**config.mk**
```make
export PLATFORM = sky130hd
export DESIGN_NAME = apir_ram
export DESIGN_NICKNAME = d
export VERILOG_FILES = /design/src/rtl/apir_ram.sv
export SDC_FILE = /design/constraint.sdc
export NUM_CORES = 1
export LEC_CHECK = 0
export BUFFER_PORTS_ARGS = -buffer_cell sky130_fd_sc_hd__buf_4
export CAP_MARGIN = 20
export CORE_MARGIN = 3
export CORE_UTILIZATION = 40
export CTS_BUF_LIST = sky130_fd_sc_hd__clkbuf_16
export DETAILED_ROUTE_END_ITERATION = 8
export HOLD_SLACK_MARGIN = 0.06
export PLACE_DENSITY = 0.68
export SLEW_MARGIN = 20
export SYNTH_ARGS = -nofsm -noshare
export SYNTH_HDL_FRONTEND = slang
export SYNTH_SLANG_ARGS = --single-unit
```
**constraint.sdc**
```tcl
create_clock -name clk -period 1.82 [get_ports clk]
set_input_delay 0.273 -clock clk [delete_from_list [all_inputs] [get_ports clk]]
set_output_delay 0.273 -clock clk [all_outputs]
set_load 0.02 [all_outputs]
```
**src/rtl/apir_ram.sv**
```systemverilog
// ----------------------------------------------------------------------------
// apir_ram
// Generic single-write, single-read RAM with registered read data.
// ----------------------------------------------------------------------------
module apir_ram #(
  parameter int WIDTH = 8,
  parameter int DEPTH = 16,
  parameter int ADDR_W = (DEPTH > 1) ? $clog2(DEPTH) : 1
) (
  input  logic              clk,
  input  logic              we,
  input  logic [ADDR_W-1:0] waddr,
  input  logic [WIDTH-1:0]  wdata,
  input  logic              re,
  input  logic [ADDR_W-1:0] raddr,
  output logic [WIDTH-1:0]  rdata
);

  logic [WIDTH-1:0] mem [DEPTH];

  always_ff @(posedge clk) begin
    if (we) begin
      mem[waddr] <= wdata;
    end
    if (re) begin
      rdata <= mem[raddr];
    end
  end

endmodule

```
==> impl_metrics.yaml, run 1 <==
critical_path:
  cp_slowest_stage_delay_ns: 0.48
  cp_max_fo: 1
  regToRegStartpoint: "mem[3][4]"
  worstSetupPathType: "reg -> reg"
  slowest_stage: "mux4_2"
  critPathLaunch: "mem[3][4]"
  cp.buffers_inverters: 0
  cp-start-kind: "flip-flop"
  crit_family: "multiplexers"
  cp-end-kind: "flip-flop"
  worstPathRequired_ns: 1.97
  crit_arrival_ns: 1.71
  path_cells: "mux4_2 -> a22oi_1 -> nand2_1"
timing:
  finalHoldWorstSlack_ns: 0.1716
  final.setup_skew_ns: 0.004879
  finalHoldViolations: 0
  period_share: 0.8555
  layout_setup_ws_ns: 0.2630
  rsz0062_at_grt: "no"
  fmax_mhz: 642.3
  worstMarginPinSlew_ns: 0.4174
  slew_headroom: 0.7217
  finalSetupViolCount: 0
  drv_slew: 0
  period_minus_slack_ns: 1.557
clock_network:
  cts_sinks: 136
  htreeDepth: 4
  clk_pin_slew_ns: 0.06
  clockBufferDepth: 2
  cts.hold.buffers_added: 0
  insertion_delay_ns: 0.41
  cts_buffers: 17
  post_cts_resized: 0
  cts_setup_buffers: 0
  cts_root_buf: "clkbuf_16"
  cts_tree: "done"
global_routing:
  grt_max_degree: 24
  grt_pass1_wl_um: 15500
  antenna_found_initial: 0
  overflow: 0
  track_usage: 0.1515
  first_global_vias: 2573
detailed_routing:
  drt_iter0_markers: 220
  post_drt_wl_per_cell_um: 21.29
  finalWirelength_um: 10180
  vias: 2521
  postRouteAntennaNets: 0
  firstDrtPassIters: 4
  via_per_inst: 5.274
  drc: 0
cells_and_area:
  nNetsFinal: 312
  drive_gt1_frac: 0.3333
  antenna_cells: 0
  syn2layout_area_growth_pct: 22.76
synth:
  synth_area_leaders: "edfxtp_1, mux4_2, mux4_1, a22oi_1, nor2_1"
  ys_warn_count: 0
  netlist_instances: 229
  synth_ff_type: "edfxtp_1"
  synth_nets: 248
  synthArstFlopShare: 0
  synth_cell_types: 18
  synth_edf_count: 136
  ys_ff_latch: 136
  synth_top_area_cell: "edfxtp_1"
  synth_area_um2: 5228
  synth_seq_area_share: 0.7812
  synth_common_cells: "edfxtp_1, mux4_2, a22oi_1"
  avgSynthCellArea_um2: 22.83
  yosysMostFrequentCell: "edfxtp_1"
  synth_top_area_share: 0.7812
floorplanning:
  die_h_um: 120.3
  start_util: 0.4109
  die-area_um2: 14480
  core-area_um2: 12720
  die_x_um: 120.3
  fp-row-count: 41
  boundaryPins: 27
power_and_ir_drop:
  ir_worst_vdd_mv: 0.5791
  clkPwrFrac: 0.470
  p_int_w: 0.005966
  switching_share: 0.1938
  comb_power_share: 0.051
  cellPowerDensity_nw_per_um2: 1153
  p_seq_frac: 0.480
  p_sw_w: 0.001434
  p_leak_nw: 2.191
placement:
  dp_slack_ns: -0.03220
  io_buffers: 26
  gp_congestion: 0.7515
  hpwl_um: 6532
min_path:
  hold_path.startpoint: "re"
  hp-class: "in -> reg"
outcome:
  outcome: "complete, no violations"
flow_run:
  cap_viol_max_count: 0
## routing by layer
metal,global-route usage,share of wire,up-vias
met5,0,0,-
met4,0.05382,0.014,0
met1,0.2106,0.45,1310
met3,0.05659,0.065,16
li1,-,-,1110
met2,0.2216,0.47,85
## placed cells by master, fill, tap and decap left out
master and count:
edfxtp_1 136, buf_4 52, mux4_2 18, clkbuf_16 17, a22oi_1 16, mux4_1 14
nor2_1 13, nand2_1 9, nor3_1 4, bufinv_16 4, clkinvlp_4 3, clkinv_1 3
buf_12 3, nand3b_1 2, nand2b_1 2, clkinv_4 2, clkinv_2 2, nor2b_1 1
and2_1 1, and2b_1 1, nand3_1 1, or3b_2 1, inv_1 1
## stage by stage
step                      area [µm²]  setup TNS, ns  total power, W    util  std cells
final                           6417              0        0.007400  0.5044        478
after global routing            6417              0        0.007625  0.5044        478
after CTS                       6417              0        0.007448  0.5044        478
after detailed placement        5807       -0.03220        0.003991  0.4564        446
after global placement          5807       -0.02034        0.003977  0.4564        446
after floorplan                 5228              0        0.003805       -        229
## kinds of logic after synthesis
family / share of synthesized area
and+or+nand+nor: 0.03136
DFF: 0.7812
AOI/OAI and AO/OA: 0.02298
buffers and inverters: 0.01651
muxes: 0.1479
## registers in the layout, summed over array words and instances (netlist names)
name / cells
mem: 128
rdata: 8
## worst paths after layout
path                    to  slack [ns]  cells past startpoint
setup / recovery  rdata[4]        0.26                      3
hold / removal    rdata[7]        0.17                      1
setup reg to reg  rdata[4]        0.26                      3
hold reg to reg   rdata[1]        0.75                      3
## power groups by stage
stage | clock (W) | sequential [W] | combinational [W]
CTS | 0.00352 | 0.00355 | 0.000379
global placement | 0 | 0.00361 | 0.000367
floorplan | 0 | 0.00363 | 0.000178
finish | 0.00348 | 0.00355 | 0.000374
global route | 0.00367 | 0.00356 | 0.000403
detailed placement | 0 | 0.00361 | 0.000377
## cell type report
| cell class | count | area [µm²] |
|---|---|---|
| sequential | 136 | 4084 |
| fill | 1047 | 6305 |
| clock buffer | 17 | 425.4 |
| multi-input combinational | 83 | 1057 |
| clock inverter | 15 | 185.2 |
| timing repair buffer | 55 | 450.4 |
| tap | 172 | 215.2 |
Note: power is estimated with default switching activity, not from simulation.
==> run 2: changes to the inputs <==
- CELL_PAD_IN_SITES_DETAIL_PLACEMENT: not set -> 1
- CELL_PAD_IN_SITES_GLOBAL_PLACEMENT: not set -> 1
- PLACE_DENSITY: 0.68 -> 0.74
==> run 2 against run 1 <==
Die area is the same. Critical path type unchanged. Global-route usage grew 1.9 points. Via count grew 0.36%. Register-to-register slack gained 0.04 ns. Setup slack gained 0.040 ns. Non-clock buffer count shrank 6. Utilization shrank 0.69 points. Sequential power is essentially flat. Highest routed layer unchanged.
==> impl_metrics.yaml, run 2 (synthesis gave the netlist of run 1 again) <==
timing:
  period_minus_slack_ns: 1.517
  drv_slew: 0
  timing.setup.tns_ns: 0
  finalHoldViolations: 0
  slew_headroom: 0.6791
  layout_setup_ws_ns: 0.3034
  finalSetupViolCount: 0
  worstMarginPinSlew_ns: 0.4813
  rsz0062_at_grt: "no"
  fmax_mhz: 659.4
  final.setup_skew_ns: 0.007619
  period_share: 0.8333
global_routing:
  grt_pass1_wl_um: 17440
  grt_use_met1: 0.2261
  grt_max_degree: 17
  track_usage: 0.1709
  antenna_found_initial: 0
  grt_util_met2: 0.2821
  overflow: 0
  first_global_vias: 2738
  grt-busiest-layer: "met2"
  use_met3: 0.04350
cells_and_area:
  fillers: 1203
  nNetsFinal: 306
  largest_reg_flops: 128
  antenna_cells: 0
  fin_util: 0.4975
  syn2layout_area_growth_pct: 21.09
  drive_gt1_frac: 0.3333
  most-common-layout-cells: "edfxtp_1, buf_4, mux4_2"
  top_regs: "mem x128, rdata x8"
  top_register: "mem"
  final_common_cell: "edfxtp_1"
clock_network:
  insertion_delay_ns: 0.41
  post_cts_resized: 0
  clk_pin_slew_ns: 0.06
  cts_buffers: 17
  cts_sinks: 136
  cts_tree: "done"
  cts_setup_buffers: 0
  htreeDepth: 4
  cts.hold.buffers_added: 0
  clockBufferDepth: 2
  cts_root_buf: "clkbuf_16"
critical_path:
  cp.depth: 3
  worstPathRequired_ns: 1.97
  path_cells: "mux4_1 -> a22oi_1 -> nand2_1"
  cp_slowest_stage_delay_ns: 0.50
  slowest_stage: "mux4_1"
  cp_max_fo: 1
  cp-start-kind: "flip-flop"
  regToRegStartpoint: "mem[2][5]"
  cp-end-kind: "flip-flop"
  worstSetupPathType: "reg -> reg"
  crit_end: "rdata[5]"
  crit_family: "multiplexers"
  crit_arrival_ns: 1.67
  r2r_slack_ns: 0.30
  critPathLaunch: "mem[2][5]"
  timing.rr.end: "rdata[5]"
  cp.buffers_inverters: 0
  worst_r2r_path_depth: 3
outcome:
  outcome: "complete, no violations"
power_and_ir_drop:
  p_leak_nw: 2.134
  ir_worst_vdd_mv: 0.5937
  clkPwrFrac: 0.450
  comb_power_share: 0.053
  total_power_w: 0.007139
  p_int_w: 0.005493
  cellPowerDensity_nw_per_um2: 1128
  switching_share: 0.2306
  p_sw_w: 0.001646
  p_seq_frac: 0.497
detailed_routing:
  firstDrtPassIters: 4
  finalWirelength_um: 11360
  drt_iter0_markers: 198
  vias: 2530
  post_drt_wl_per_cell_um: 24.07
  via_per_inst: 5.360
  drc: 0
  postRouteAntennaNets: 0
floorplanning:
  boundaryPins: 27
  core-area_um2: 12720
  die_x_um: 120.3
  die_h_um: 120.3
  fp-row-count: 41
  die-area_um2: 14480
  start_util: 0.4109
placement:
  io_buffers: 26
  dp_slack_ns: -0.02290
  hpwl_um: 7120
  gp_congestion: 0.7293
flow_run:
  cap_viol_max_count: 0
min_path:
  hp-class: "in -> reg"
## run 2: changes by cell type in the layout (fill, tap and decap cells not counted)
cell	change
buf_4	-7
clkinvlp_4	+1
buf_12	+1
inv_8	+3
bufinv_16	-4
clkinv_4	-2
inv_1	-1
clkinv_2	-1
clkinv_1	-3
inv_6	+7
## run 2: metal layers
layer  share of wire  wire, µm  vias up
met4          0.0049        56        0
met1            0.41      4619     1339
li1                -         -     1099
met5               0         0        -
met2            0.53      6028       88
met3           0.058       658        4
## run 2: final cells by class
cell class | count | area [µm²] | area share
flip-flops and latches | 136 | 4084 | 0.6452
well taps | 172 | 215.2 | 0.03400
multi-input cells | 83 | 1057 | 0.1670
repair buffers | 49 | 417.9 | 0.06602
clock inverters | 15 | 130.1 | 0.02056
clock buffers | 17 | 425.4 | 0.06721
## run 2: power by group through the flow
| stage | sequential (W) | clock [W] | combinational [W] |
|---|---|---|---|
| 6_report | 0.00355 | 0.00321 | 0.000377 |
| 5_1_grt | 0.00355 | 0.00344 | 0.000410 |
| 4_1_cts | 0.00355 | 0.00328 | 0.000385 |
| 3_5_place_dp | 0.00362 | 0 | 0.000378 |
| 3_3_place_gp | 0.00361 | 0 | 0.000365 |
| 2_1_floorplan | 0.00363 | 0 | 0.000178 |
## run 2: worst min-delay path by stage
| stage | slack (ns) | cells past startpoint | start | to |
|---|---|---|---|---|
| after floorplan | 0.37 | 0 | wdata[0] | mem[0][0] |
| after global placement | 0.58 | 1 | wdata[0] | mem[5][0] |
| after detailed placement | 0.59 | 1 | re | rdata[7] |
| after CTS | 0.16 | 1 | re | rdata[1] |
| after global routing | 0.16 | 1 | wdata[1] | mem[3][1] |
| final | 0.17 | 1 | wdata[2] | mem[5][2] |
## run 2: stage by stage
step | cell area, µm² | hold WS (ns) | instances
after floorplan | 5228 | 0.3719 | 229
after global placement | 5774 | 0.5786 | 440
after detailed placement | 5774 | 0.5876 | 440
after CTS | 6330 | 0.1564 | 472
after global routing | 6330 | 0.1582 | 472
final | 6330 | 0.1718 | 472
==> run 3: changes to the inputs <==
- ABC_AREA: not set -> 1
- PLACE_DENSITY: 0.74 -> 0.77
- clock period: 1.82 -> 1.4 ns (I/O delays scaled with it)
==> run 3 against run 2 <==
Flip-flop and latch count unchanged. Clock skew about the same. Synthesized area up 12%. Final area increased by 7.8%. First-iteration DRC count increased by 100%. Synthesized cell count grew 140%. Via count increased by 60%.
==> impl_metrics.yaml, run 3 <==
clock_network:
  cts_sinks: 136
  cts.hold.buffers_added: 0
  cts_setup_buffers: 0
  cts_buffers: 17
  clockBufferDepth: 2
  clk_pin_slew_ns: 0.05
  insertion_delay_ns: 0.42
  htreeDepth: 4
  post_cts_resized: 0
  cts_root_buf: "clkbuf_16"
  cts_tree: "done"
power_and_ir_drop:
  comb_power_share: 0.070
  cellPowerDensity_nw_per_um2: 1340
  p_int_w: 0.007130
  switching_share: 0.2199
  ir_worst_vdd_mv: 0.8244
  p_leak_nw: 2.954
  total_power_w: 0.009140
  p_sw_w: 0.002010
  clkPwrFrac: 0.424
  p_seq_frac: 0.506
timing:
  period_share: 0.8775
  finalHoldWorstSlack_ns: 0.1215
  fmax_mhz: 814.0
  rsz0062_at_grt: "no"
  finalSetupViolCount: 0
  drv_slew: 0
  slew_headroom: 0.5809
  finalHoldViolations: 0
  period_minus_slack_ns: 1.228
  worstMarginPinSlew_ns: 0.6277
  final.setup_skew_ns: 0.007701
cells_and_area:
  seq_area_um2: 4084
  top_regs: "mem x128, rdata x8"
  syn2layout_area_growth_pct: 16.67
  multi_input_area_um2: 1214
  final_common_cell: "nand2_1"
  fillers: 1555
  top_register: "mem"
  nNetsFinal: 614
  final_area_um2: 6822
  most-common-layout-cells: "nand2_1, edfxtp_1, inv_1"
  antenna_cells: 0
  drive_gt1_frac: 0.1209
  final_cells: 784
  largest_reg_flops: 128
detailed_routing:
  postRouteAntennaNets: 0
  drt_iter0_markers: 403
  vias: 4041
  drc: 0
  via_per_inst: 5.154
  post_drt_wl_per_cell_um: 20.31
  finalWirelength_um: 15920
  firstDrtPassIters: 5
synth:
  ys_ff_latch: 136
  synth_cell_types: 11
  synthArstFlopShare: 0
  synth_area_um2: 5847
  synth_common_cells: "nand2_1, edfxtp_1, inv_1"
  synth_top_area_share: 0.6985
  synth_area_leaders: "edfxtp_1, nand2_1, nand3_1, inv_1, buf_6"
  netlist_instances: 551
  synth_seq_area_share: 0.6985
  yosysMostFrequentCell: "nand2_1"
  ys_warn_count: 0
  synth_nets: 570
  synth_edf_count: 136
  synth_top_area_cell: "edfxtp_1"
  avgSynthCellArea_um2: 10.61
  synth_ff_type: "edfxtp_1"
critical_path:
  slowest_stage: "edfxtp_1"
  worstSetupPathType: "reg -> out"
  cp.buffers_inverters: 1
  cp_slowest_stage_delay_ns: 0.42
  r2r_slack_ns: 0.20
  regToRegStartpoint: "mem[0][2]"
  timing.rr.end: "rdata[2]"
  cp_max_fo: 1
  crit_family: "flip-flops"
  cp-end-kind: "output pin"
  worst_r2r_path_depth: 6
  path_cells: "buf_4"
  cp-start-kind: "flip-flop"
  worstPathRequired_ns: 1.19
  crit_arrival_ns: 1.02
flow_run:
  cap_viol_max_count: 0
placement:
  dp_cells: 756
  gp_congestion: 0.8410
  place_area_um2: 6324
  hpwl_um: 10210
  io_buffers: 26
floorplanning:
  die_x_um: 126.9
  boundaryPins: 27
  die-area_um2: 16100
  start_util: 0.4148
  die_h_um: 126.9
  core-area_um2: 14100
  fp-row-count: 43
global_routing:
  grt_pass1_wl_um: 24920
  overflow: 0
  grt_max_degree: 55
  antenna_found_initial: 0
  first_global_vias: 4298
  track_usage: 0.2081
min_path:
  min_path_cells: 1
  hp-class: "in -> reg"
  hold_path.startpoint: "re"
  min_to: "rdata[7]"
outcome:
  outcome: "complete, no violations"
[run 3: changes by cell type after synthesis, sizes merged, moves of 16 or more]
cell | previous run | this run
nand3 | 1 | 97
nand2 | 9 | 173
inv | 0 | 102
buf | 7 | 24
mux4 | 32 | 0
a22oi | 16 | 0
[run 3: metal layers]
metal,track usage,wire [µm],vias up,part of all wire
li1,-,-,1868,-
met1,0.2736,7018,2032,0.44
met2,0.3443,7907,119,0.50
met3,0.04463,677,22,0.043
met4,0.07003,318,0,0.020
met5,0,0,-,0
[run 3: cell type report]
class,count,area share
repair buffers,49,0.06126
well taps,180,0.03302
clock buffers,17,0.06236
inverters,102,0.05613
clock inverters,11,0.01064
flip-flops and latches,136,0.5987
multi-input cells,289,0.1779
[run 3: stage by stage]
step / TNS (ns) / worst slack [ns] / util
after floorplan: 0 / 0.2392 / -
after global placement: -0.1227 / -0.06238 / 0.4486
after detailed placement: -0.3035 / -0.1045 / 0.4486
after CTS: 0 / 0.1442 / 0.4839
after global routing: 0 / 0.1271 / 0.4839
final: 0 / 0.1716 / 0.4839
[run 3: worst max path at each step]
| stage | cells past startpoint | end | start |
|---|---|---|---|
| floorplan | 2 | mem[10][0] | waddr[2] |
| global placement | 6 | rdata[2] | raddr[1] |
| detailed placement | 6 | rdata[2] | raddr[1] |
| CTS | 1 | rdata[0] | rdata[0] |
| global route | 1 | rdata[0] | rdata[0] |
| finish | 1 | rdata[0] | rdata[0] |
[run 3: cell families (layout without fill, tap and decap cells)]
| family | Yosys count | count (layout) | share of synthesized area |
|---|---|---|---|
| flip-flops | 136 | 136 | 0.6985 |
| buffers and inverters | 126 | 179 | 0.09394 |
| AND/OR/NAND/NOR | 289 | 289 | 0.2076 |
[run 3: worst register-to-register path, stage by stage (launching register included)]
cell	delay [ns]
edfxtp_1	0.36
inv_1	0.09
nand2_1	0.07
nand3_1	0.08
nand3_1	0.11
nand3_1	0.17
nand2_1	0.07
[run 3: power by group through the flow]
stage / combinational (W) / sequential [W] / clock (W)
floorplan: 0.000322 / 0.00472 / 0
global placement: 0.000614 / 0.00470 / 0
detailed placement: 0.000641 / 0.00471 / 0
CTS: 0.000647 / 0.00462 / 0.00394
global route: 0.000710 / 0.00463 / 0.00412
finish: 0.000641 / 0.00462 / 0.00388
